[config.mk]
export PLATFORM = sky130hd
export DESIGN_NAME = button_debounce_gesture_detector
export DESIGN_NICKNAME = d
export VERILOG_FILES = /design/src/rtl/core/bdg_pkg.sv /design/src/rtl/core/bdg_cfg_regs.sv /design/src/rtl/core/bdg_gesture.sv /design/src/rtl/core/button_debounce_gesture_detector.sv
export SDC_FILE = /design/constraint.sdc
export NUM_CORES = 1
export LEC_CHECK = 0
export ABC_CLOCK_PERIOD_IN_PS = 9100
export BUFFER_PORTS_ARGS = -buffer_cell sky130_fd_sc_hd__buf_2
export CORE_ASPECT_RATIO = 0.75
export CORE_UTILIZATION = 68
export DETAILED_ROUTE_END_ITERATION = 16
export PLACE_DENSITY = 0.9
export RECOVER_POWER = 100
export SKIP_CTS_REPAIR_TIMING = 1
export SLEW_MARGIN = 20
export SYNTH_ARGS = -nofsm -noshare
export SYNTH_HDL_FRONTEND = slang
export SYNTH_HIERARCHICAL = 1
export SYNTH_SLANG_ARGS = --single-unit
[constraint.sdc]
create_clock -name clk_i -period 9.1 [get_ports clk_i]
set_clock_uncertainty 0.15 [all_clocks]
set_input_delay 0.91 -clock clk_i [delete_from_list [all_inputs] [get_ports clk_i]]
set_output_delay 0.91 -clock clk_i [all_outputs]
set_load 0.05 [all_outputs]
[src/rtl/core/bdg_pkg.sv]
// Package for the button debounce and gesture detector.
// Holds the configuration record, register indexes and gesture codes.
// No dependencies.
package bdg_pkg;

  localparam int unsigned TimeW  = 32;
  localparam int unsigned IntegW = 8;
  localparam int unsigned MsW    = 16;
  localparam int unsigned CfgAddrW = 2;
  localparam int unsigned CfgDataW = 16;

  typedef enum logic [CfgAddrW-1:0] {
    REG_INVERT_INPUT  = 2'd0,
    REG_DEBOUNCE_LIM  = 2'd1,
    REG_LONG_PRESS    = 2'd2,
    REG_DOUBLE_WINDOW = 2'd3
  } cfg_reg_e;

  typedef enum logic [1:0] {
    GESTURE_NONE   = 2'd0,
    GESTURE_SINGLE = 2'd1,
    GESTURE_DOUBLE = 2'd2,
    GESTURE_LONG   = 2'd3
  } gesture_e;

  localparam logic              InvertReset   = 1'b1;
  localparam logic [IntegW-1:0] DebounceReset = 8'd4;
  localparam logic [MsW-1:0]    LongReset     = 16'd1200;
  localparam logic [MsW-1:0]    DoubleReset   = 16'd300;

  typedef struct packed {
    logic              invert_input;
    logic [IntegW-1:0] debounce_limit;
    logic [MsW-1:0]    long_press_time;
    logic [MsW-1:0]    double_window_time;
  } bdg_cfg_t;

endpackage

[src/rtl/core/bdg_cfg_regs.sv]
// Configuration registers of the button debounce and gesture detector.
// Depends on bdg_pkg for the register indexes and the configuration record.
module bdg_cfg_regs (
  input  logic                          clk_i,
  input  logic                          rst_ni,
  input  logic                          cfg_we_i,
  input  logic [bdg_pkg::CfgAddrW-1:0]  cfg_addr_i,
  input  logic [bdg_pkg::CfgDataW-1:0]  cfg_wdata_i,
  output bdg_pkg::bdg_cfg_t             cfg_o
);
  import bdg_pkg::*;

  bdg_cfg_t cfg_q, cfg_d;

  always_comb begin
    cfg_d = cfg_q;
    if (cfg_we_i) begin
      case (cfg_reg_e'(cfg_addr_i))
        REG_INVERT_INPUT:  cfg_d.invert_input       = cfg_wdata_i[0];
        REG_DEBOUNCE_LIM:  cfg_d.debounce_limit     = cfg_wdata_i[IntegW-1:0];
        REG_LONG_PRESS:    cfg_d.long_press_time    = cfg_wdata_i[MsW-1:0];
        REG_DOUBLE_WINDOW: cfg_d.double_window_time = cfg_wdata_i[MsW-1:0];
        default:           cfg_d = cfg_q;
      endcase
    end
  end

  always_ff @(posedge clk_i or negedge rst_ni) begin
    if (!rst_ni) begin
      cfg_q.invert_input       <= InvertReset;
      cfg_q.debounce_limit     <= DebounceReset;
      cfg_q.long_press_time    <= LongReset;
      cfg_q.double_window_time <= DoubleReset;
    end else begin
      cfg_q <= cfg_d;
    end
  end

  assign cfg_o = cfg_q;

endmodule

[src/rtl/core/bdg_gesture.sv]
// Debounce integrator and gesture state for one scan tick per cycle.
// Depends on bdg_pkg; state advances only when step_i is high.
module bdg_gesture (
  input  logic                        clk_i,
  input  logic                        rst_ni,
  input  bdg_pkg::bdg_cfg_t           cfg_i,
  input  logic                        step_i,
  input  logic                        level_i,
  input  logic [bdg_pkg::TimeW-1:0]   now_i,
  output bdg_pkg::gesture_e           gesture_o,
  output logic                        pressed_o
);
  import bdg_pkg::*;

  logic              stable_q, stable_d;
  logic [IntegW-1:0] integ_q, integ_d;
  logic [TimeW-1:0]  press_start_q, press_start_d;
  logic              long_rep_q, long_rep_d;
  logic              awaiting_q, awaiting_d;
  logic [TimeW-1:0]  first_rel_q, first_rel_d;

  logic             sample;
  logic             rise, fall;
  logic [TimeW-1:0] diff_press, diff_first;
  logic             long_hit;
  logic             first_moved;
  logic             check_single;
  gesture_e         gesture;

  assign sample     = level_i ^ cfg_i.invert_input;
  assign diff_press = now_i - press_start_q;
  assign diff_first = now_i - first_rel_q;

  always_comb begin
    integ_d = integ_q;
    if (sample) begin
      if (integ_q < cfg_i.debounce_limit) integ_d = integ_q + IntegW'(1);
    end else if (integ_q != '0) begin
      integ_d = integ_q - IntegW'(1);
    end
  end

  assign rise     = (integ_d == cfg_i.debounce_limit) && !stable_q;
  assign fall     = !rise && (integ_d == '0) && stable_q;
  assign stable_d = rise ? 1'b1 : (fall ? 1'b0 : stable_q);

  // On the press edge itself the elapsed time is zero.
  assign long_hit = stable_d && (rise || !long_rep_q) &&
                    ((rise ? '0 : diff_press) >= TimeW'(cfg_i.long_press_time));

  always_comb begin
    press_start_d = rise ? now_i : press_start_q;
    long_rep_d    = rise ? 1'b0 : long_rep_q;
    awaiting_d    = awaiting_q;
    first_rel_d   = first_rel_q;
    first_moved   = 1'b0;
    check_single  = 1'b1;
    gesture       = GESTURE_NONE;

    if (long_hit) begin
      long_rep_d = 1'b1;
      awaiting_d = 1'b0;
      gesture    = GESTURE_LONG;
    end

    if (fall) begin
      if (long_rep_q) begin
        check_single = 1'b0;
      end else if (awaiting_q) begin
        if (diff_first <= TimeW'(cfg_i.double_window_time)) begin
          awaiting_d = 1'b0;
          gesture    = GESTURE_DOUBLE;
        end else begin
          first_rel_d = now_i;
          first_moved = 1'b1;
        end
      end else begin
        awaiting_d  = 1'b1;
        first_rel_d = now_i;
        first_moved = 1'b1;
      end
    end

    // A window restarted on this tick has zero elapsed time and cannot expire.
    if (check_single && awaiting_d && !stable_d && !first_moved &&
        (diff_first > TimeW'(cfg_i.double_window_time))) begin
      awaiting_d = 1'b0;
      gesture    = GESTURE_SINGLE;
    end
  end

  always_ff @(posedge clk_i or negedge rst_ni) begin
    if (!rst_ni) begin
      stable_q      <= 1'b0;
      integ_q       <= '0;
      press_start_q <= '0;
      long_rep_q    <= 1'b0;
      awaiting_q    <= 1'b0;
      first_rel_q   <= '0;
    end else if (step_i) begin
      stable_q      <= stable_d;
      integ_q       <= integ_d;
      press_start_q <= press_start_d;
      long_rep_q    <= long_rep_d;
      awaiting_q    <= awaiting_d;
      first_rel_q   <= first_rel_d;
    end
  end

  assign gesture_o = gesture;
  assign pressed_o = stable_d;

  a_long_only_pressed : assert property (@(posedge clk_i) disable iff (!rst_ni)
    (step_i && gesture == GESTURE_LONG) |-> stable_d)
    else $error("long press reported while released");

  a_click_only_released : assert property (@(posedge clk_i) disable iff (!rst_ni)
    (step_i && (gesture == GESTURE_SINGLE || gesture == GESTURE_DOUBLE)) |-> !stable_d)
    else $error("click reported while pressed");

  a_long_sets_flag : assert property (@(posedge clk_i) disable iff (!rst_ni)
    (step_i && gesture == GESTURE_LONG) |=> (long_rep_q && !awaiting_q))
    else $error("long press did not mark the hold as reported");

  a_double_clears_wait : assert property (@(posedge clk_i) disable iff (!rst_ni)
    (step_i && gesture == GESTURE_DOUBLE) |=> !awaiting_q)
    else $error("double press left a pending second release");

endmodule

[src/rtl/core/button_debounce_gesture_detector.sv]
// Top level of the button debounce and gesture detector.
// Depends on bdg_pkg, bdg_cfg_regs and bdg_gesture.
//
// Usage:
//   Each request on the input channel is one scan tick: raw_level_i and a
//   millisecond timestamp time_ms_i. Every request gives exactly one result on
//   the output channel: the gesture code (none, single, double, long) and the
//   debounced pressed state after that tick.
//   A request accepted into the input register waits there until the result
//   register is free or being taken; then the debounce and gesture logic
//   updates its state and loads the result register with that tick's result.
//   Throughput is one request per cycle while out_ready_i stays high: the
//   state update is a single pass of compares and small adds between the
//   input and result registers.
//   When the receiver stalls, the result register holds its item, the input
//   register holds the next one, and in_ready_o drops once both are full.
//   Reset clears the pipeline valids and the gesture state (released, no
//   pending click) and loads the register defaults: inverted input, debounce
//   limit 4, long press 1200 ms, double window 300 ms.
//   Configuration writes take effect at the next edge and are expected only
//   while no request is in flight.
module button_debounce_gesture_detector (
  input  logic                          clk_i,
  input  logic                          rst_ni,
  input  logic                          cfg_we_i,
  input  logic [bdg_pkg::CfgAddrW-1:0]  cfg_addr_i,
  input  logic [bdg_pkg::CfgDataW-1:0]  cfg_wdata_i,
  input  logic                          in_valid_i,
  output logic                          in_ready_o,
  input  logic                          raw_level_i,
  input  logic [bdg_pkg::TimeW-1:0]     time_ms_i,
  output logic                          out_valid_o,
  input  logic                          out_ready_i,
  output logic [1:0]                    gesture_o,
  output logic                          pressed_state_o
);
  import bdg_pkg::*;

  bdg_cfg_t cfg;

  logic             in_valid_q, in_valid_d;
  logic             level_q;
  logic [TimeW-1:0] time_q;
  logic             out_valid_q, out_valid_d;
  logic [1:0]       gesture_q;
  logic             pressed_q;
  logic             step;
  gesture_e         gesture;
  logic             pressed;

  bdg_cfg_regs u_cfg (
    .clk_i       (clk_i),
    .rst_ni      (rst_ni),
    .cfg_we_i    (cfg_we_i),
    .cfg_addr_i  (cfg_addr_i),
    .cfg_wdata_i (cfg_wdata_i),
    .cfg_o       (cfg)
  );

  assign step       = in_valid_q && (!out_valid_q || out_ready_i);
  assign in_ready_o = !in_valid_q || step;

  bdg_gesture u_gesture (
    .clk_i     (clk_i),
    .rst_ni    (rst_ni),
    .cfg_i     (cfg),
    .step_i    (step),
    .level_i   (level_q),
    .now_i     (time_q),
    .gesture_o (gesture),
    .pressed_o (pressed)
  );

  assign in_valid_d  = (in_valid_i && in_ready_o) ? 1'b1 : (step ? 1'b0 : in_valid_q);
  assign out_valid_d = step ? 1'b1 : (out_ready_i ? 1'b0 : out_valid_q);

  always_ff @(posedge clk_i or negedge rst_ni) begin
    if (!rst_ni) begin
      in_valid_q  <= 1'b0;
      out_valid_q <= 1'b0;
    end else begin
      in_valid_q  <= in_valid_d;
      out_valid_q <= out_valid_d;
    end
  end

  always_ff @(posedge clk_i) begin
    if (in_valid_i && in_ready_o) begin
      level_q <= raw_level_i;
      time_q  <= time_ms_i;
    end
    if (step) begin
      gesture_q <= gesture;
      pressed_q <= pressed;
    end
  end

  assign out_valid_o     = out_valid_q;
  assign gesture_o       = gesture_q;
  assign pressed_state_o = pressed_q;

  a_stall_blocks_step : assert property (@(posedge clk_i) disable iff (!rst_ni)
    (out_valid_q && !out_ready_i) |-> !step)
    else $error("result overwritten while the receiver stalls");

  a_full_not_ready : assert property (@(posedge clk_i) disable iff (!rst_ni)
    (in_valid_q && out_valid_q && !out_ready_i) |-> !in_ready_o)
    else $error("request accepted with both stages full");

  a_step_loads_result : assert property (@(posedge clk_i) disable iff (!rst_ni)
    step |=> out_valid_q)
    else $error("processed tick did not produce a result");

endmodule
# --- After elaboration in Yosys (flattened, before gate mapping) ---
# Cells that the tools add are included.
# W data, S select, Z words.
word_totals:
  ff_bits: 154
  latchBits: 0
  ram_bits: 0
  rom_bits: 0
  input_bits: 56
  n_memories: 0
op_classes:
  addsub: 4
  multipliers: 0
  div: 0
  magnitude_cmp: 4
  n_eq_ne: 5
  n_shift: 0
  n_mux: 31
  bitwise: 2
  n_reduce_logical: 34
ops:
  columns: ["cell", "n"]
  rows:
  - ["$mux W32", 3]
  - ["$sub A32 B32 Y32", 2]
  - ["$ge A32 B16 Y1", 1]
  - ["$gt A32 B16 Y1", 1]
  - ["$le A32 B16 Y1", 1]
  - ["$mux W8", 3]
  - ["$mux W1", 20]
  - ["$reduce_and A2 Y1", 6]
  - ["$logic_and A1 B1 Y1", 11]
  - ["$mux W2", 5]
  - ["$add A8 B1 Y8 const B", 1]
  - ["$eq A8 B8 Y1", 1]
  - ["$logic_not A8 Y1", 1]
  - ["$lt A8 B8 Y1", 1]
  - ["$reduce_bool A8 Y1", 1]
  - ["$sub A8 B1 Y8 const B", 1]
  - ["$logic_not A1 Y1", 7]
  - ["$reduce_bool A2 Y1", 3]
  - ["$eq A2 B2 Y1 const B", 2]
  - ["$reduce_and A4 Y1", 1]
  - ["$logic_or A1 B1 Y1", 3]
  - ["$eq A2 B1 Y1 const B", 1]
  - ["$logic_not A2 Y1", 1]
  - ["$ne A2 B2 Y1 const B", 1]
  - ["other kinds (2)", 2]

# --- Logic depth before layout (Yosys ltp) ---
logic_depth:
  word_depth: 22
  mapped_depth: 24

# --- Hierarchy ---
# The synthesis kept the hierarchy.
modules_own_cells:
  columns: ["module", "instances", "cells_each", "area_each_um2"]
  rows:
  - ["bdg_gesture", 1, 1134, 9357.7]
  - ["bdg_cfg_regs", 1, 88, 1654.1]
  - ["button_debounce_gesture_detector", 1, 44, 1184.9]

# --- Least setup slack after synthesis ---
# OpenSTA, ideal clock, no wires.
synth_path:
  path_kind: "register -> register"
  from: "reg u_cfg.cfg_q (netlist bit u_cfg/cfg_o[39])"
  to: "reg u_gesture.awaiting_q"
  setup_time_ns: 0.099
  arrival_time_ns: 5.185
  required_ns: 8.851
  slack_ns: 3.666
  path_stages_with_launch: 24
  synth_period_minus_slack_ns: 5.434
  cell_sequence: "dfrtp_1 -> clkbuf_1 -> inv_1 -> ha_1 -> and3_1 -> a221o_1 -> a211oi_2 -> a31oi_1 -> or3_1 -> a2111oi_2 -> nand2_1 -> inv_2 -> clkbuf_1 -> nor2_1 -> ha_1 -> a21oi_1 -> nor2_1 -> a211oi_1 -> o221ai_1 -> nand4b_1 -> nor4_1 -> a41oi_1 -> a21o_1 -> a311oi_1"
synth_between:
  elab_chain_cells: 22
  word_cells_on_any_way: 30
  cone_classes: "order compare: 2; eq/ne: 1; mux: 13; reduce/logical: 14"
synth_rtl:
  columns: ["item", "line_no", "text"]
  rows:
  - ["from (decl)", "bdg_cfg_regs.sv:13", "bdg_cfg_t cfg_q, cfg_d;"]
  - ["from (signal assigned)", "bdg_cfg_regs.sv:35", "cfg_q <= cfg_d;"]
  - ["branches (longest 21 deep; another with $ge A32 B16 Y1)", null, null]
  - ["$mux W1 *", "bdg_gesture.sv:85", "if (check_single && awaiting_d && !stable_d && !first_moved &&"]
  - ["to (signal assigned)", "bdg_gesture.sv:105", "awaiting_q <= awaiting_d;"]
  - ["to (decl)", "bdg_gesture.sv:19", "logic awaiting_q, awaiting_d;"]
# Mark *: on every way between the ends.
# A chain may end at the register's enable or synchronous reset.

# --- Worst setup path in the final report ---
layout_path:
  from: "reg u_gesture.integ_q[4]"
  to: "reg u_gesture.awaiting_q"
layout_between:
  elab_chain_cells: 22
  word_cells_on_any_way: 34
  cone_classes: "add/sub: 2; order compare: 2; eq/ne: 1; mux: 14; reduce/logical: 15"
layout_rtl:
  columns: ["item", "line_no", "text"]
  rows:
  - ["from (decl)", "bdg_gesture.sv:16", "logic [IntegW-1:0] integ_q, integ_d;"]
  - ["from (signal assigned)", "bdg_gesture.sv:102", "integ_q <= integ_d;"]
  - ["$sub A8 B1 Y8, or another cell as far along", "bdg_gesture.sv:39", "integ_d = integ_q - IntegW'(1);"]
  - ["$mux W8, on equally long branches", "bdg_gesture.sv:38, bdg_gesture.sv:37", null]
  - ["$mux W8 *", "bdg_gesture.sv:36", "if (sample) begin"]
  - ["branches (longest 18 deep; another with $ge A32 B16 Y1)", null, null]
  - ["$mux W1 *", "bdg_gesture.sv:85", null]
# Marked as above.

==> metrics.txt <==
Mean Syn Cell Area 9.63 sq um; Post-Synth Adder-Cell Area 0.110; port bufs 60; routed length per instance 22.0 microns; Synth Register Bits 154; Power Density 199 mW/mm^2; largest family of logic cells by synthesized area compound AO/OA/AOI/OAI gates; RSZ-0062 raised after global routing false; vias in the first global route 10,375; Worst-Margin Slew 3510 ps; synth-to-layout area growth 4.79%; failing checks max-capacitance violations, max-slew violations; most frequent cell after synthesis inv_1; Yosys warning total 6; Slowest Stage Delay on Critical Path 1460 ps; Rel. slew slack -1.34; WL final 34,300 microns; worst hold-check path type reg -> reg; antenna violations before repair 1; initial DRC count 1,160; CTS max path bufs 2; worst slack, placed 3100 ps; Post-synth EDFFs 36; area leader, netlist dfrtp_1; worst-path fanout max 15; setup slack after layout 1920 ps; top post-synthesis cells by count 124 x inv_1, 108 x dfrtp_1, 104 x ha_1; routability congestion estimate 1.02; 1st-pass router iterations 9; Initial Util 0.693; Tcrit/Tclk final 0.788; CP Capture Type flip-flop; Vias/cell 6.84; post-synthesis xor/xnor area fraction 0.0316; Arrival @ worst endpoint 7360 ps; FFs w/ async S/R, synth 0.766; compound-gate portion of the synthesized area 0.189; endpoints failing setup 0; Total Routing Usage GR 0.387; fin crit period 7180 ps; crit path kind reg -> reg; CP Launch Type flip-flop; sum of net half-perimeters after detailed placement 24,800 microns; CTS Sinks 154; DR vias 10,643; Static Leakage 5.57 nW; Site Rows 42; Primary FF master, synth dfrtp_1; post-synthesis mux area share 0.130; syn nets 1,428; antenna-violating nets left 0; Post-route DRC 0; Crit path required time 9290 ps; largest net degree at the start of global routing 65; Max Slew Vio Count 230; die height 118 microns; CTS tree done; sequential fraction of the synthesis area 0.332; Core Box Area 0.0176 sq mm; H-tree levels 4; status complete, but fails checks; die area 0.0185 sq mm; global route overflow 0; worst vdd ir 0.000101 V; Root Buffer clkbuf_16; layout cell share with drive strength beyond 1 0.108; Crit-path slowest cell a2111oi_0; Maximum Capacitance Violations 6; Die X 157 microns; nets 1,463; Area contributors post-synth dfrtp_1 22%, ha_1 11%, mux2_4 9.6%; cell area after synthesis 0.0122 sq mm; first-pass GRT wire length 54,900 microns; share of Yosys cell area claimed by the top area cell type 0.222; IO Pins 61; clock latency on the worst-skew pair 440 ps; setup TNS 0 ps; CTS Buf Count 17; simple-gate area share of the yosys netlist 0.148; Final Hold Fails 0; unique cell type count in the Yosys netlist 91; CTS clk-pin slew, worst paths 70 ps; CP Cell Sequence ha_1, a21o_1, a221o_1, a2111oi_0, mux2i_1, nand4bb_1, a2111oi_2, nand2_1, inv_1, nor2_1, ha_1, a21oi_1, nor2_1, a211oi_1, o221ai_1, nand4b_1, nor4_1, a41oi_1, a21o_1, a311oi_1; synthesized instance count 1,266; Max Clk Rate 139 MHz
path summary, 6_finish.rpt:
path | startpoint | endpoint | slack (ps) | cells after the start
min in group asynchronous | rst_ni | u_gesture/press_start_q[26] | 1310 | 1
setup / recovery | u_gesture/integ_q[4] | u_gesture/awaiting_q | 1920 | 20
setup reg to reg | u_gesture/integ_q[4] | u_gesture/awaiting_q | 1920 | 20
max in group asynchronous | rst_ni | u_gesture/first_rel_q[10] | 3030 | 2
hold reg to reg | u_gesture/first_rel_q[10] | u_gesture/first_rel_q[10] | 340 | 1
hold / removal | u_gesture/first_rel_q[10] | u_gesture/first_rel_q[10] | 340 | 1
routing by layer:
layer / GRT usage / vias to the layer above / part of all wire
met1: 0.555 / 5078 / 0.43
met2: 0.574 / 686 / 0.44
met3: 0.0692 / 124 / 0.091
met4: 0.165 / 0 / 0.039
met5: 0 / - / 0
li1: - / 4755 / -
flip-flops by register name (all words and copies together), names as in the netlist, 2 cells and up:
register	cells
u_gesture/first_rel_q	32
u_gesture/integ_q	8
u_cfg/cfg_o	41
u_gesture/press_start_q	32
time_q	32
gesture_o	2
critical path: cells and delay by family, from the launching register on:
kind | cells | cell delay, ps
buffers and inverters | 1 | 440
AND/OR/NAND/NOR | 6 | 1060
flip-flops | 1 | 570
multiplexers | 1 | 310
AO/OA/AOI/OAI | 10 | 3890
adder cells (fa/ha/maj) | 2 | 660
area by class of cell:
class                   instances  area, sq um
well taps                     242          303
fillers                      1294         4820
diodes                          1         2.50
flip-flops and latches        154         4050
multi-input cells             937         7060
clock buffers                  18          429
repair buffers                 66          325
inverters                     125          469
clock inverters                14          148
cells by family (layout without fill, tap and decap cells):
| family | Yosys count | after routing |
|---|---|---|
| compound gates | 332 | 332 |
| xor+xnor | 44 | 44 |
| buf+inv | 175 | 223 |
| flops | 154 | 154 |
| mux | 116 | 116 |
| other cells | 0 | 1 |
| simple gates | 339 | 339 |
| fa+ha+maj | 106 | 106 |
power by group:
group	total (mW)	internal (mW)	leakage, nW	switching, mW
Combinational	0.919	0.357	3.42	0.562
Sequential	0.908	0.797	1.86	0.111
Clock	0.711	0.368	0.284	0.344
Total	2.54	1.52	5.57	1.02
cell usage in the layout (no fill, tap or decap), types with 28 or more instances in the layout:
cell      synthesis  layout
mux2_2           29      28
o21ai_0          59      59
mux2_1            0      78
nor2_1           79      79
dfrtp_1         108     108
inv_1           124     125
edfxtp_1         36      36
buf_2             8      53
ha_1            104     104
nand2_1          69      70
a21oi_1          82      82
nand3_1          31      32
metrics by stage:
stage               instance area, sq um  power [mW]  cells   util  hold WS, ps
floorplan                          12200        1.57   1266      -          327
global placement                   12600        1.81   1524  0.715          337
detailed placement                 12600        1.83   1524  0.715          343
CTS                                13200        2.55   1556  0.748          362
global route                       12800        2.66   1556  0.726          359
finish                             12800        2.54   1557  0.726          343
(Power assumes the default switching activity.)
